`src/hw/rtl/pmt_pkg.sv`:
```
// Shared types and constants for the periodic multi-timer.
package pmt_pkg;

   localparam logic OP_TICK = 1'b0;
   localparam logic OP_SET  = 1'b1;

   localparam int MS_W         = 24;
   localparam int SUB_W        = 4;
   localparam int TICK_W       = 32;
   localparam int MAX_RESULTS  = 16;
   localparam int FOUND_W      = $clog2(MAX_RESULTS + 1);
   localparam int CMD_Q_DEPTH  = 2;
   localparam int RSP_Q_DEPTH  = 2;

   typedef struct packed {
      logic             operation;
      logic [SUB_W-1:0] subscriber;
      logic [MS_W-1:0]  interval_ms;
   } req_type;

   typedef struct packed {
      logic [SUB_W-1:0] fired_subscriber;
      logic             last;
   } rsp_type;

   typedef enum logic [1:0] {
      CMD_TICK,
      CMD_SET,
      CMD_CLEAR
   } cmd_kind_type;

   typedef struct packed {
      cmd_kind_type     kind;
      logic [SUB_W-1:0] subscriber;
      logic [MS_W-1:0]  interval_ms;
   } cmd_type;

endpackage

```
`src/hw/rtl/pmt_fifo.sv`:
```
// Small first-in first-out queue of fixed-width words.
module pmt_fifo #(
   parameter int WIDTH = 8,
   parameter int DEPTH = 2
) (
   input  logic             clock,
   input  logic             reset,
   input  logic             push,
   input  logic [WIDTH-1:0] din,
   output logic             full,
   input  logic             pop,
   output logic [WIDTH-1:0] dout,
   output logic             empty
);
   localparam int PTR_W = (DEPTH > 1) ? $clog2(DEPTH) : 1;
   localparam int CNT_W = $clog2(DEPTH + 1);

   logic [WIDTH-1:0] slot_ff [DEPTH];
   logic [PTR_W-1:0] wr_ptr_ff, wr_ptr_in;
   logic [PTR_W-1:0] rd_ptr_ff, rd_ptr_in;
   logic [CNT_W-1:0] count_ff, count_in;
   logic             do_push, do_pop;

   assign full    = (count_ff == CNT_W'(DEPTH));
   assign empty   = (count_ff == '0);
   assign dout    = slot_ff[rd_ptr_ff];
   assign do_push = push && !full;
   assign do_pop  = pop && !empty;

   always_comb begin
      wr_ptr_in = wr_ptr_ff;
      rd_ptr_in = rd_ptr_ff;
      count_in  = count_ff;
      if (do_push) begin
         wr_ptr_in = (wr_ptr_ff == PTR_W'(DEPTH - 1)) ? '0 : wr_ptr_ff + 1'b1;
      end
      if (do_pop) begin
         rd_ptr_in = (rd_ptr_ff == PTR_W'(DEPTH - 1)) ? '0 : rd_ptr_ff + 1'b1;
      end
      if (do_push && !do_pop) begin
         count_in = count_ff + 1'b1;
      end else if (do_pop && !do_push) begin
         count_in = count_ff - 1'b1;
      end
   end

   always_ff @(posedge clock) begin
      if (reset) begin
         wr_ptr_ff <= '0;
         rd_ptr_ff <= '0;
         count_ff  <= '0;
      end else begin
         wr_ptr_ff <= wr_ptr_in;
         rd_ptr_ff <= rd_ptr_in;
         count_ff  <= count_in;
      end
   end

   always_ff @(posedge clock) begin
      if (do_push) begin
         slot_ff[wr_ptr_ff] <= din;
      end
   end

endmodule

```
`src/hw/rtl/pmt_front.sv`:
```
// Request decode and command queue in front of the timer sequencer.
module pmt_front #(
   parameter int NUM_SUBSCRIBERS = 16
) (
   input  logic              clock,
   input  logic              reset,
   input  logic              push,
   input  pmt_pkg::req_type  req_data,
   output logic              full,
   output logic              cmd_valid,
   output pmt_pkg::cmd_type  cmd,
   input  logic              cmd_pop
);
   import pmt_pkg::*;

   cmd_type cmd_in;
   logic    keep;
   logic    q_empty;

   // Classify the word; a set on a slot beyond the table is accepted and dropped.
   always_comb begin
      cmd_in.subscriber  = req_data.subscriber;
      cmd_in.interval_ms = req_data.interval_ms;
      keep               = 1'b1;
      if (req_data.operation == OP_TICK) begin
         cmd_in.kind = CMD_TICK;
      end else begin
         cmd_in.kind = (req_data.interval_ms == '0) ? CMD_CLEAR : CMD_SET;
         keep        = (32'(req_data.subscriber) < NUM_SUBSCRIBERS);
      end
   end

   pmt_fifo #(
      .WIDTH ($bits(cmd_type)),
      .DEPTH (CMD_Q_DEPTH)
   ) u_cmd_q (
      .clock (clock),
      .reset (reset),
      .push  (push && keep),
      .din   (cmd_in),
      .full  (full),
      .pop   (cmd_pop),
      .dout  (cmd),
      .empty (q_empty)
   );

   assign cmd_valid = !q_empty;

endmodule

```
`src/hw/rtl/pmt_div.sv`:
```
// Bit-serial restoring remainder unit, one dividend bit per cycle.
module pmt_div #(
   parameter int DVD_W = 32,
   parameter int DVS_W = 19
) (
   input  logic             clock,
   input  logic             reset,
   input  logic             start,
   input  logic [DVD_W-1:0] dividend,
   input  logic [DVS_W-1:0] divisor,
   output logic             done,
   output logic [DVS_W-1:0] remainder
);
   localparam int CNT_W = $clog2(DVD_W + 1);

   logic             busy_ff, busy_in;
   logic             done_ff, done_in;
   logic [CNT_W-1:0] cnt_ff, cnt_in;
   logic [DVD_W-1:0] quot_ff, quot_in;
   logic [DVS_W-1:0] rem_ff, rem_in;
   logic [DVS_W-1:0] dvs_ff, dvs_in;
   logic [DVS_W:0]   trial;
   logic [DVS_W:0]   diff;

   assign trial = {rem_ff, quot_ff[DVD_W-1]};
   assign diff  = trial - {1'b0, dvs_ff};

   always_comb begin
      busy_in = busy_ff;
      done_in = 1'b0;
      cnt_in  = cnt_ff;
      quot_in = quot_ff;
      rem_in  = rem_ff;
      dvs_in  = dvs_ff;
      if (start) begin
         busy_in = 1'b1;
         cnt_in  = CNT_W'(DVD_W);
         quot_in = dividend;
         rem_in  = '0;
         dvs_in  = divisor;
      end else if (busy_ff) begin
         // Subtract when no borrow, shift the quotient bit in from the right
         if (!diff[DVS_W]) begin
            rem_in  = diff[DVS_W-1:0];
            quot_in = {quot_ff[DVD_W-2:0], 1'b1};
         end else begin
            rem_in  = trial[DVS_W-1:0];
            quot_in = {quot_ff[DVD_W-2:0], 1'b0};
         end
         cnt_in = cnt_ff - 1'b1;
         if (cnt_ff == CNT_W'(1)) begin
            busy_in = 1'b0;
            done_in = 1'b1;
         end
      end
   end

   always_ff @(posedge clock) begin
      if (reset) begin
         busy_ff <= 1'b0;
         done_ff <= 1'b0;
         cnt_ff  <= '0;
      end else begin
         busy_ff <= busy_in;
         done_ff <= done_in;
         cnt_ff  <= cnt_in;
      end
   end

   always_ff @(posedge clock) begin
      quot_ff <= quot_in;
      rem_ff  <= rem_in;
      dvs_ff  <= dvs_in;
   end

   assign done      = done_ff;
   assign remainder = rem_ff;

endmodule

```
`src/hw/rtl/pmt_back.sv`:
```
// Period table, tick counter and the slot-walking sequencer.
module pmt_back #(
   parameter int NUM_SUBSCRIBERS = 16,
   parameter int STEP_MS         = 40,
   parameter int STEPS_W         = 19
) (
   input  logic                      clock,
   input  logic                      reset,
   input  logic                      cmd_valid,
   input  pmt_pkg::cmd_type          cmd,
   output logic                      cmd_pop,
   output logic                      rsp_push,
   output pmt_pkg::rsp_type          rsp,
   input  logic                      rsp_full,
   output logic                      div_start,
   output logic [pmt_pkg::TICK_W-1:0] div_dividend,
   output logic [STEPS_W-1:0]        div_divisor,
   input  logic                      div_done,
   input  logic [STEPS_W-1:0]        div_remainder
);
   import pmt_pkg::*;

   localparam int SLOT_W      = (NUM_SUBSCRIBERS > 1) ? $clog2(NUM_SUBSCRIBERS) : 1;
   localparam int PROD_W      = 2 * MS_W + 1;
   localparam int RECIP_SHIFT = MS_W + $clog2(STEP_MS);
   // ceil(2^RECIP_SHIFT / STEP_MS) gives an exact floor division for any 24-bit dividend
   localparam logic [MS_W:0] RECIP =
      (MS_W + 1)'(((64'd1 << RECIP_SHIFT) + 64'(STEP_MS) - 64'd1) / 64'(STEP_MS));

   typedef enum logic [2:0] {
      ST_IDLE,
      ST_SET_STEPS,
      ST_READ,
      ST_CHECK,
      ST_MOD,
      ST_EMIT,
      ST_FLUSH
   } state_type;

   state_type            state_ff, state_in;
   logic [SLOT_W-1:0]    slot_idx_ff, slot_idx_in;
   logic [SLOT_W-1:0]    set_slot_ff, set_slot_in;
   logic [MS_W-1:0]      set_x_ff, set_x_in;
   logic [TICK_W-1:0]    tick_count_ff, tick_count_in;
   logic [SLOT_W-1:0]    pend_ff, pend_in;
   logic                 pend_valid_ff, pend_valid_in;
   logic [FOUND_W-1:0]   found_ff, found_in;
   logic [NUM_SUBSCRIBERS-1:0] valid_ff, valid_in;

   logic [STEPS_W-1:0]   period_steps_ff [NUM_SUBSCRIBERS];
   logic [STEPS_W-1:0]   rd_data_ff;
   logic                 rd_valid_ff;
   logic                 wr_en;
   logic [SLOT_W-1:0]    wr_addr;
   logic [STEPS_W-1:0]   wr_data;
   logic [SLOT_W-1:0]    cmd_slot;
   logic                 at_last_slot;
   logic [PROD_W-1:0]    set_prod;

   assign cmd_slot     = SLOT_W'(cmd.subscriber);
   assign at_last_slot = (slot_idx_ff == SLOT_W'(NUM_SUBSCRIBERS - 1));
   assign set_prod     = PROD_W'(set_x_ff) * PROD_W'(RECIP);

   always_comb begin
      state_in      = state_ff;
      slot_idx_in   = slot_idx_ff;
      set_slot_in   = set_slot_ff;
      set_x_in      = set_x_ff;
      tick_count_in = tick_count_ff;
      pend_in       = pend_ff;
      pend_valid_in = pend_valid_ff;
      found_in      = found_ff;
      valid_in      = valid_ff;
      cmd_pop       = 1'b0;
      rsp_push      = 1'b0;
      rsp.fired_subscriber = SUB_W'(pend_ff);
      rsp.last      = 1'b0;
      div_start     = 1'b0;
      div_dividend  = tick_count_ff;
      div_divisor   = rd_data_ff;
      wr_en         = 1'b0;
      wr_addr       = set_slot_ff;
      wr_data       = STEPS_W'(set_prod >> RECIP_SHIFT) + STEPS_W'(1);

      case (state_ff)
         ST_IDLE: begin
            if (cmd_valid) begin
               cmd_pop = 1'b1;
               case (cmd.kind)
                  CMD_CLEAR: begin
                     valid_in[cmd_slot] = 1'b0;
                  end
                  CMD_SET: begin
                     // Round up: ceil(ms / step) is floor((ms - 1) / step) + 1
                     set_slot_in = cmd_slot;
                     set_x_in    = cmd.interval_ms - 1'b1;
                     state_in    = ST_SET_STEPS;
                  end
                  CMD_TICK: begin
                     slot_idx_in   = '0;
                     pend_valid_in = 1'b0;
                     found_in      = '0;
                     state_in      = ST_READ;
                  end
                  default: begin
                  end
               endcase
            end
         end
         ST_SET_STEPS: begin
            wr_en                 = 1'b1;
            valid_in[set_slot_ff] = 1'b1;
            state_in              = ST_IDLE;
         end
         ST_READ: begin
            state_in = ST_CHECK;
         end
         ST_CHECK: begin
            if (found_ff == FOUND_W'(MAX_RESULTS)) begin
               state_in = ST_FLUSH;
            end else if (rd_valid_ff) begin
               div_start = 1'b1;
               state_in  = ST_MOD;
            end else if (at_last_slot) begin
               state_in = ST_FLUSH;
            end else begin
               slot_idx_in = slot_idx_ff + 1'b1;
               state_in    = ST_READ;
            end
         end
         ST_MOD: begin
            if (div_done) begin
               if (div_remainder == '0) begin
                  state_in = ST_EMIT;
               end else if (at_last_slot) begin
                  state_in = ST_FLUSH;
               end else begin
                  slot_idx_in = slot_idx_ff + 1'b1;
                  state_in    = ST_READ;
               end
            end
         end
         ST_EMIT: begin
            // Hold the newest hit back so the last one of the tick can be marked
            if (!(pend_valid_ff && rsp_full)) begin
               rsp_push      = pend_valid_ff;
               pend_in       = slot_idx_ff;
               pend_valid_in = 1'b1;
               found_in      = found_ff + 1'b1;
               if (at_last_slot) begin
                  state_in = ST_FLUSH;
               end else begin
                  slot_idx_in = slot_idx_ff + 1'b1;
                  state_in    = ST_READ;
               end
            end
         end
         ST_FLUSH: begin
            if (!(pend_valid_ff && rsp_full)) begin
               rsp_push      = pend_valid_ff;
               rsp.last      = 1'b1;
               pend_valid_in = 1'b0;
               tick_count_in = tick_count_ff + 1'b1;
               state_in      = ST_IDLE;
            end
         end
         default: begin
            state_in = ST_IDLE;
         end
      endcase
   end

   always_ff @(posedge clock) begin
      if (reset) begin
         state_ff      <= ST_IDLE;
         slot_idx_ff   <= '0;
         set_slot_ff   <= '0;
         set_x_ff      <= '0;
         tick_count_ff <= TICK_W'(1);
         pend_ff       <= '0;
         pend_valid_ff <= 1'b0;
         found_ff      <= '0;
         valid_ff      <= '0;
      end else begin
         state_ff      <= state_in;
         slot_idx_ff   <= slot_idx_in;
         set_slot_ff   <= set_slot_in;
         set_x_ff      <= set_x_in;
         tick_count_ff <= tick_count_in;
         pend_ff       <= pend_in;
         pend_valid_ff <= pend_valid_in;
         found_ff      <= found_in;
         valid_ff      <= valid_in;
      end
   end

   always_ff @(posedge clock) begin
      if (wr_en) begin
         period_steps_ff[wr_addr] <= wr_data;
      end
      rd_data_ff  <= period_steps_ff[slot_idx_ff];
      rd_valid_ff <= valid_ff[slot_idx_ff];
   end

   a_push_not_full: assert property (@(posedge clock) disable iff (reset)
      rsp_push |-> !rsp_full)
      else $error("result word pushed into a full queue");

   a_found_bound: assert property (@(posedge clock) disable iff (reset)
      found_ff <= FOUND_W'(MAX_RESULTS))
      else $error("more hits than results allowed per tick");

   a_tick_advance: assert property (@(posedge clock) disable iff (reset)
      (state_ff == ST_FLUSH && state_in == ST_IDLE)
      |=> tick_count_ff == $past(tick_count_ff) + TICK_W'(1))
      else $error("tick count did not advance at end of tick");

   a_idle_no_pending: assert property (@(posedge clock) disable iff (reset)
      state_ff == ST_IDLE |-> !pend_valid_ff)
      else $error("pending hit left over after tick");

endmodule

```
`src/hw/rtl/periodic_multi_timer_top.sv`:
```
// Set: the command leaves the queue in ST_IDLE and the table is written from ST_SET_STEPS.
// Tick: each slot is read (ST_READ, ST_CHECK); an active slot also runs the 32-step serial
// modulo (ST_MOD) and, when it fires, ST_EMIT; the walk ends in ST_FLUSH.
// Words queue two deep on each side, so push and pop stall independently.
// Reset is synchronous: all slots become inactive at once and the tick count is 1.
module periodic_multi_timer_top #(
   parameter int NUM_SUBSCRIBERS = 16,
   parameter int STEP_MS         = 40
) (
   input  logic             clock,
   input  logic             reset,
   input  logic             push,
   input  pmt_pkg::req_type req_data,
   output logic             full,
   output logic             empty,
   input  logic             pop,
   output pmt_pkg::rsp_type rsp_data
);
   import pmt_pkg::*;

   localparam int MAX_STEPS = ((1 << MS_W) - 1 + STEP_MS - 1) / STEP_MS;
   localparam int STEPS_W   = $clog2(MAX_STEPS + 1);

   cmd_type              cmd;
   logic                 cmd_valid;
   logic                 cmd_pop;
   rsp_type              rsp;
   logic                 rsp_push;
   logic                 rsp_full;
   logic                 div_start;
   logic [TICK_W-1:0]    div_dividend;
   logic [STEPS_W-1:0]   div_divisor;
   logic                 div_done;
   logic [STEPS_W-1:0]   div_remainder;

   pmt_front #(
      .NUM_SUBSCRIBERS (NUM_SUBSCRIBERS)
   ) u_front (
      .clock     (clock),
      .reset     (reset),
      .push      (push),
      .req_data  (req_data),
      .full      (full),
      .cmd_valid (cmd_valid),
      .cmd       (cmd),
      .cmd_pop   (cmd_pop)
   );

   pmt_div #(
      .DVD_W (TICK_W),
      .DVS_W (STEPS_W)
   ) u_div (
      .clock     (clock),
      .reset     (reset),
      .start     (div_start),
      .dividend  (div_dividend),
      .divisor   (div_divisor),
      .done      (div_done),
      .remainder (div_remainder)
   );

   pmt_back #(
      .NUM_SUBSCRIBERS (NUM_SUBSCRIBERS),
      .STEP_MS         (STEP_MS),
      .STEPS_W         (STEPS_W)
   ) u_back (
      .clock         (clock),
      .reset         (reset),
      .cmd_valid     (cmd_valid),
      .cmd           (cmd),
      .cmd_pop       (cmd_pop),
      .rsp_push      (rsp_push),
      .rsp           (rsp),
      .rsp_full      (rsp_full),
      .div_start     (div_start),
      .div_dividend  (div_dividend),
      .div_divisor   (div_divisor),
      .div_done      (div_done),
      .div_remainder (div_remainder)
   );

   pmt_fifo #(
      .WIDTH ($bits(rsp_type)),
      .DEPTH (RSP_Q_DEPTH)
   ) u_rsp_q (
      .clock (clock),
      .reset (reset),
      .push  (rsp_push),
      .din   (rsp),
      .full  (rsp_full),
      .pop   (pop),
      .dout  (rsp_data),
      .empty (empty)
   );

endmodule

```
`config.mk`:
```
export PLATFORM = sky130hd
export DESIGN_NAME = periodic_multi_timer_top
export DESIGN_NICKNAME = d
export VERILOG_FILES = /design/src/hw/rtl/pmt_pkg.sv /design/src/hw/rtl/pmt_fifo.sv /design/src/hw/rtl/pmt_front.sv /design/src/hw/rtl/pmt_div.sv /design/src/hw/rtl/pmt_back.sv /design/src/hw/rtl/periodic_multi_timer_top.sv
export SDC_FILE = /design/constraint.sdc
export NUM_CORES = 1
export LEC_CHECK = 0
export ABC_AREA = 0
export BUFFER_PORTS_ARGS = -buffer_cell sky130_fd_sc_hd__buf_2
export CAP_MARGIN = 20
export CORE_MARGIN = 2
export CORE_UTILIZATION = 60
export DETAILED_ROUTE_END_ITERATION = 10
export PLACE_DENSITY = 0.84
export SLEW_MARGIN = 25
export SYNTH_ARGS = -nofsm -noshare
export SYNTH_HDL_FRONTEND = slang
export SYNTH_SLANG_ARGS = --single-unit
```
`constraint.sdc`:
```
create_clock -name clock -period 24.1 [get_ports clock]
set_input_delay 2.41 -clock clock [delete_from_list [all_inputs] [get_ports clock]]
set_output_delay 2.41 -clock clock [all_outputs]
set_load 0.02 [all_outputs]
```
==> results of run 1 <==
## sequential cells by signal, indices dropped and copies added, names as in the netlist, 2 cells and up, named ones only
| signal | cells |
|---|---|
| u_back.div_dividend | 32 |
| u_back.div_divisor | 19 |
| u_div.remainder | 19 |
| u_back.period_steps_ff | 304 |
| u_back.slot_idx_ff | 4 |
| u_front.u_cmd_q.slot_ff | 60 |
| u_div.cnt_ff | 6 |
| u_back.found_ff | 5 |
| u_back.pend_ff | 4 |
| u_front.u_cmd_q.count_ff | 2 |
| u_back.set_slot_ff | 4 |
| u_back.valid_ff | 16 |
| u_back.state_ff | 3 |
| u_div.quot_ff | 32 |
| u_rsp_q.slot_ff | 10 |
| u_back.set_x_ff | 24 |
| u_rsp_q.count_ff | 2 |
| u_div.dvs_ff | 19 |
## layout make-up
class | count | share of cell area (%)
Inverter | 424 | 4.28
Sequential cell | 575 | 42.4
Clock inverter | 29 | 1.05
Tap cell | 756 | 2.54
Timing Repair Buffer | 60 | 1.02
Multi-Input combinational cell | 1649 | 44.6
Clock buffer | 77 | 4.17
## routing by layer
metal,track usage (%),vias up
met1,40.7,10928
met3,5.88,267
li1,-,9542
met2,48.8,1161
met4,10.4,4
met5,0.408,-
## layout by cell type, fill, tap and decap left out, types with 18 or more instances in the layout
cell type,synthesis,layout
inv_1,422,421
ha_1,292,292
o21ai_0,65,65
a21oi_1,87,87
nand3_1,37,36
buf_4,0,20
nand4_1,21,21
clkbuf_16,0,56
a211oi_1,29,29
fa_1,211,211
mux2i_1,47,47
nand2b_1,18,18
nor2_1,150,137
xor2_1,70,65
edfxtp_1,425,425
buf_2,0,38
nor3_1,27,23
a21o_1,28,28
nand2_1,206,206
xnor2_1,62,53
mux4_2,100,100
dfxtp_1,150,145
## stage by stage
stage / util, % / hold slack, ns
after floorplan: - / 0.386
after global placement: 62.6 / 0.386
after detailed placement: 62.6 / 0.391
after CTS: 66.0 / 0.405
after global routing: 66.3 / 0.414
final: 66.3 / 0.408
## logic make-up (layout without fill, tap and decap cells)
group,count (synthesis),count (layout),synth area share [%]
buffers and inverters,496,590,5.48
xor gates and xnor gates,133,133,3.45
DFF,575,575,46.4
muxes,156,156,8.31
AOI/OAI and AO/OA,289,289,5.41
adders and majority gates,503,503,23.2
and+or+nand+nor,568,568,7.82
## worst max-delay path: stages, from the launching register on
cell and delay [ns]:
dfxtp_1 0.67, ha_1 0.40, xor2_1 0.19, ha_1 0.19, or2_2 0.31, fa_1 0.57, fa_1 0.57, fa_1 0.53
fa_1 0.55, inv_1 0.05, fa_1 0.54, inv_1 0.05, ha_1 0.37, a21o_1 0.21, a311oi_1 0.43, o2111ai_2 0.33
o311ai_1 0.89, o21a_1 0.28, o21ai_1 0.19, nor3_1 0.44, nand4_1 0.28, nor4_1 0.45, a221oi_2 0.11, xnor2_2 0.58
## final timing paths
path	startpoint	to	slack (ns)	cells past startpoint
hold / removal	u_back.div_divisor[17]	u_div.dvs_ff[17]	0.41	0
setup / recovery	u_back.set_x_ff[2]	u_back.period_steps_ff[5][18]	14.63	23
setup reg to reg	u_back.set_x_ff[2]	u_back.period_steps_ff[5][18]	14.63	23
hold reg to reg	u_back.div_divisor[17]	u_div.dvs_ff[17]	0.41	0
## report_power, final
part           internal (W)  switching, W  leakage (nW)
Combinational      0.000698       0.00117          9.53
Clock              0.000532      0.000398         0.943
Sequential          0.00135      0.000105          5.12
==> metrics.txt, run 1 <==
Fin. Hold Viols 0; mapped cell area around 34000 µm²; clk root buf clkbuf_16; required time worst endpoint about 24 ns; # rows 87; maximum clock path buffer count 3; Antenna diodes 0; area leader, netlist edfxtp_1; Yosys warning count 0; # port buffers 39; Cell Pwr Density about 110 nW/µm²; first-pass GRT wire length approximately 130 mm; Post-Place Worst Slack 14.82 ns; GR Util All Layers between 30% and 40%; fin cells approximately 3.6k; global route overflow 0; run status completed; Die ar. between 50000 and 60000 µm²; post-cts sizing count 0; CP startpoint kind flip-flop; H-tree depth 2; clk slew on worst S/H paths around 0.07 ns; most common cell in the synthesized netlist edfxtp_1; core outline area roughly 56000 µm²; Design Power around 0.0043 W; post-synth top area share 37.5%; design area approximately 37000 µm²; met1 wire length between 30 and 40 mm; initial antenna violation count 3; TritonCTS buffer count between 50 and 60; share of cells above drive strength 1 ~11%; setup TNS 0 ns; Routability Congestion between 0.9 and 1; Layout area overhead 9.51%; WL per Instance about 25 µm; routed length on met2 roughly 42 mm; Final period util between 30 and 40%; worst setup margin roughly 15 ns; detailed placement HPWL 58.5 mm; DRT iter0 DRCs 2315; dpl cell area about 35000 µm²; Slew HR 28.4%; Cells after DPL about 3.5k; CP endpoint kind flip-flop; area occupied by multi-input gates between 15000 and 20000 µm²; CTS tree yes; synth top area cells edfxtp_1, fa_1, ha_1; uppermost routed layer met5; RSZ-0062 raised after global routing false; vias in the first global route 22.6k; maxcap violations 0; Ports 40; final net count 3302; critical path class reg -> reg; Worst Path Max Fanout 16; Leak ~16 nW; Post-Synthesis Cells about 2.7k; 1st-pass router iterations 7; die width between 200 and 250 µm; syn_nets between 3k and 4k; ys flop type edfxtp_1; list of most frequent post-synthesis cells edfxtp_1, inv_1, ha_1, fa_1, nand2_1; Post-CTS Setup Inserts 0; vias per inst a little over 6; routed wire length ~88 mm; Sink Count around 580; Routed Antenna Nets 0; Initial Util between 60% and 70%; share of flip-flops with an asynchronous set or reset 0%; Max VDD drop between 0.00008 and 0.00009 V; pin slew with the least headroom to its limit between 1 and 1.5 ns; Synth Area per Inst approximately 12 µm²; Final setup violation count 0; fin. max-slew vios 0; Layout Skew roughly 0.035 ns; clk_lat worst skew 0.63 ns; register area share after synthesis roughly 46%; Filler Cells Inserted between 3k and 4k; DRC 0; DR WL met3 ~7.5 mm; vias post-DR between 20k and 25k; Post-synth EDFFs roughly 430; arrival time worst endpoint 9.78 ns; largest net degree at the start of global routing between 100 and 150; Hold Buf Count CTS 0; Min-Delay Path Class reg -> reg; fmax between 0.1 and 0.15 GHz; final worst path period need ~9.5 ns; register area ~16000 µm²; die height around 240 µm; post-synth cell types 75; FF+latch count, synth ~580
Power figures use the tool's default switching activity.
==> run 2: changes to the inputs <==
--- a/config.mk
+++ b/config.mk
@@ -5,13 +5,13 @@
 export SDC_FILE = /design/constraint.sdc
 export NUM_CORES = 1
 export LEC_CHECK = 0
-export ABC_AREA = 0
+export ABC_AREA = 1
 export BUFFER_PORTS_ARGS = -buffer_cell sky130_fd_sc_hd__buf_2
 export CAP_MARGIN = 20
 export CORE_MARGIN = 2
-export CORE_UTILIZATION = 60
+export CORE_UTILIZATION = 58
 export DETAILED_ROUTE_END_ITERATION = 10
-export PLACE_DENSITY = 0.84
+export PLACE_DENSITY = 0.85
 export SLEW_MARGIN = 25
 export SYNTH_ARGS = -nofsm -noshare
 export SYNTH_HDL_FRONTEND = slang
==> constraint.sdc (replaced) <==
create_clock -name clock -period 7.7 [get_ports clock]
set_input_delay 0.77 -clock clock [delete_from_list [all_inputs] [get_ports clock]]
set_output_delay 0.77 -clock clock [all_outputs]
set_load 0.02 [all_outputs]
==> run 2 against run 1 <==
Compared with the run above: area after synthesis is 6.6% higher; clock skew is 0.067 ns higher; cell count is 35% higher; critical path depth is 7 higher; sequential share of layout area is 2.6 points lower; critical endpoint is now u_back.period_steps_ff[1][12]; global-route usage is 0.76 points lower; die area is 10% higher; first-iteration DRC count is 40% higher; wire length is 4.9% higher; largest cell class unchanged; synthesized cell count is 43% higher; clock-buffer cell count is 7 lower; utilization is 2.0 points lower.
==> metrics.txt, run 2 <==
Post-synth EDFFs 425 (unchanged); Post-CTS Setup Inserts 0 (unchanged); Fin. Hold Viols 0 (unchanged); DRT iter0 DRCs 3242 (+40%); # rows 91 (+4.6%); worst setup margin 0.357 ns (-14.27 ns); CP max-delay cell fa_1; Yosys warning count 0 (unchanged); area leader, netlist edfxtp_1; core outline area 61700 µm² (+9.9%); register with the most flip-flops u_back.period_steps_ff; mapped cell area 36200 µm² (+6.6%); Sink Count 575 (unchanged); most frequent cells in the layout inv_1, nand2_1, edfxtp_1; Reg-to-Reg Start u_back.set_x_ff[11]; Die ar. 64500 µm² (+10%); worst hold margin 0.350 ns (-0.0582 ns); final worst path period need 7.34 ns (-2.13 ns); global route overflow 0 (unchanged); Hold Buf Count CTS 0 (unchanged); post-synth top area share 35.2% (-2.3 points); design area 39700 µm² (+6.6%); Synth Area per Inst 9.35 µm² (-25%); Antenna diodes 0 (unchanged); endpoint of the lowest-slack register-to-register path u_back.period_steps_ff[1][12]; final net count 4480 (+36%); required time worst endpoint 8.05 ns (-16.36 ns); clk_lat worst skew 0.68 ns (+0.05 ns); fmax 0.136 GHz (+29%); critical path class reg -> reg; vias post-DR 27.4k (+25%); most common cell in the synthesized netlist inv_1; R2R setup slack 0.36 ns (-14.27 ns); met1 track demand over resource 41.2% (+0.48 points); routed wire length 92.2 mm (+4.9%); number of flip-flops in the largest register 304 (unchanged); syn_nets 4414 (+36%); CTS tree yes; vias per inst 5.67 (-7.5%); Post-Place Worst Slack 0.212 ns (-14.60 ns); list of most frequent post-synthesis cells inv_1, nand2_1, edfxtp_1, nor2_1, o21ai_0; CP endpoint kind flip-flop; Core Util, Final 64.3% (-2.0 points); R2R cell count 30 (+30%); detailed placement HPWL 64.4 mm (+10%); GRT met2 Usage 45.9% (-2.9 points); Filler Cells Inserted 4721 (+23%); initial antenna violation count 3 (unchanged); TritonCTS buffer count 55 (-1.8%); vias in the first global route 27.1k (+20%); WL per Instance 19.1 µm (-22%); first-pass GRT wire length 146 mm (+9.4%); Ports 40 (unchanged); DRC 0 (unchanged); Top Registers u_back.period_steps_ff (304), u_front.u_cmd_q.slot_ff (60); Worst Path Max Fanout 8 (-8); dpl cell area 37700 µm² (+7.1%); ys flop type edfxtp_1; Layout Skew 0.102 ns (+0.0671 ns); arrival time worst endpoint 7.69 ns (-2.09 ns); 1st-pass router iterations 9 (+2); run status completed; die height 254 µm (+4.9%); post-cts sizing count 0 (unchanged); maxcap violations 0 (unchanged); pin slew with the least headroom to its limit 1.02 ns (-0.0486 ns); Critical path origin u_back.set_x_ff[11]; global route hottest layer met2; maximum clock path buffer count 3 (unchanged); Routed Antenna Nets 0 (unchanged); GR Util All Layers 29.3% (-0.76 points); die width 254 µm (+4.9%); Layout area overhead 9.47% (about the same); share of flip-flops with an asynchronous set or reset 0% (unchanged); CP endpoint u_back.period_steps_ff[1][12]; FF+latch count, synth 575 (unchanged); clk slew on worst S/H paths 0.07 ns (about the same); largest net degree at the start of global routing 103 (-0.96%); Routability Congestion 1.01 (+2.7%); Min-Delay Path Class in -> reg; grt met3 use 5.21% (-0.67 points); Final setup violation count 0 (unchanged); CP startpoint kind flip-flop; register area share after synthesis 43.5% (-2.9 points); fin. max-slew vios 0 (unchanged); Final period util 95.4% (+56 points); share of cells above drive strength 1 7.04% (-4.1 points); commonest non-fill, non-tap cell in the layout inv_1; Post-Synthesis Cells 3878 (+43%); Slew HR 31.9% (+3.4 points); synth top area cells edfxtp_1, fa_1, ha_1; Max stage delay on crit path 0.56 ns (-0.33 ns); H-tree depth 2 (unchanged); Initial Util 58.7% (-1.8 points); clk root buf clkbuf_16; post-synth cell types 55 (-27%); # port buffers 39 (unchanged)
==> run 2: metal layers <==
| metal | share of wire [%] | routed length [µm] |
|---|---|---|
| met5 | 0.0098 | 9 |
| met4 | 3.2 | 2970 |
| met3 | 11 | 9770 |
| met2 | 45 | 41600 |
| met1 | 41 | 37800 |
==> run 2: layout make-up <==
| cell class | instances | area (µm²) | share of cell area [%] |
|---|---|---|---|
| Clock buffer | 70 | 1530 | 3.84 |
| Clock inverter | 33 | 437 | 1.10 |
| Inverter | 771 | 2900 | 7.32 |
| Multi-Input combinational cell | 2436 | 17300 | 43.6 |
| Sequential cell | 575 | 15800 | 39.8 |
| Tap cell | 837 | 1050 | 2.64 |
| Timing Repair Buffer | 104 | 683 | 1.72 |
| Timing Repair inverter | 1 | 7.51 | 0.0189 |
==> run 2: cell families (layout without fill, tap and decap cells) <==
family / Yosys count / after routing / synth area share, %
adders and majority gates: 503 / 503 / 21.7
AOI/OAI and AO/OA: 613 / 613 / 9.46
xor gates and xnor gates: 67 / 67 / 1.62
and+or+nand+nor: 1242 / 1242 / 14.3
buffers and inverters: 867 / 979 / 9.05
muxes: 11 / 11 / 0.328
DFF: 575 / 575 / 43.5
==> run 2: metrics by stage <==
stage	std cells	TNS [ns]
floorplan	3878	0
global placement	4723	0
detailed placement	4723	0
CTS	4826	0
global route	4827	-0.0204
finish	4827	0
==> run 2: worst min-delay path by stage <==
stage                                startpoint                              to  cells after the start
final                              req_data[27]  u_front.u_cmd_q.slot_ff[0][27]                      1
after global routing               req_data[25]  u_front.u_cmd_q.slot_ff[1][25]                      1
after CTS                          req_data[27]  u_front.u_cmd_q.slot_ff[0][27]                      1
after detailed placement  u_back.div_divisor[7]                 u_div.dvs_ff[7]                      0
after global placement    u_back.div_divisor[7]                 u_div.dvs_ff[7]                      0
after floorplan           u_back.div_divisor[0]                 u_div.dvs_ff[0]                      0
==> run 2: critical path, delay by kind of cell, from the launching register on <==
family	cells	cell delay [ns]
buf+inv	7	0.56
simple gates	14	1.87
fa+ha+maj	9	4.06
flops	1	0.55
Power of run 2 is left out: the tool's default activity adds up to more than one toggle a clock period on the data nets, which glitch-free logic cannot reach.
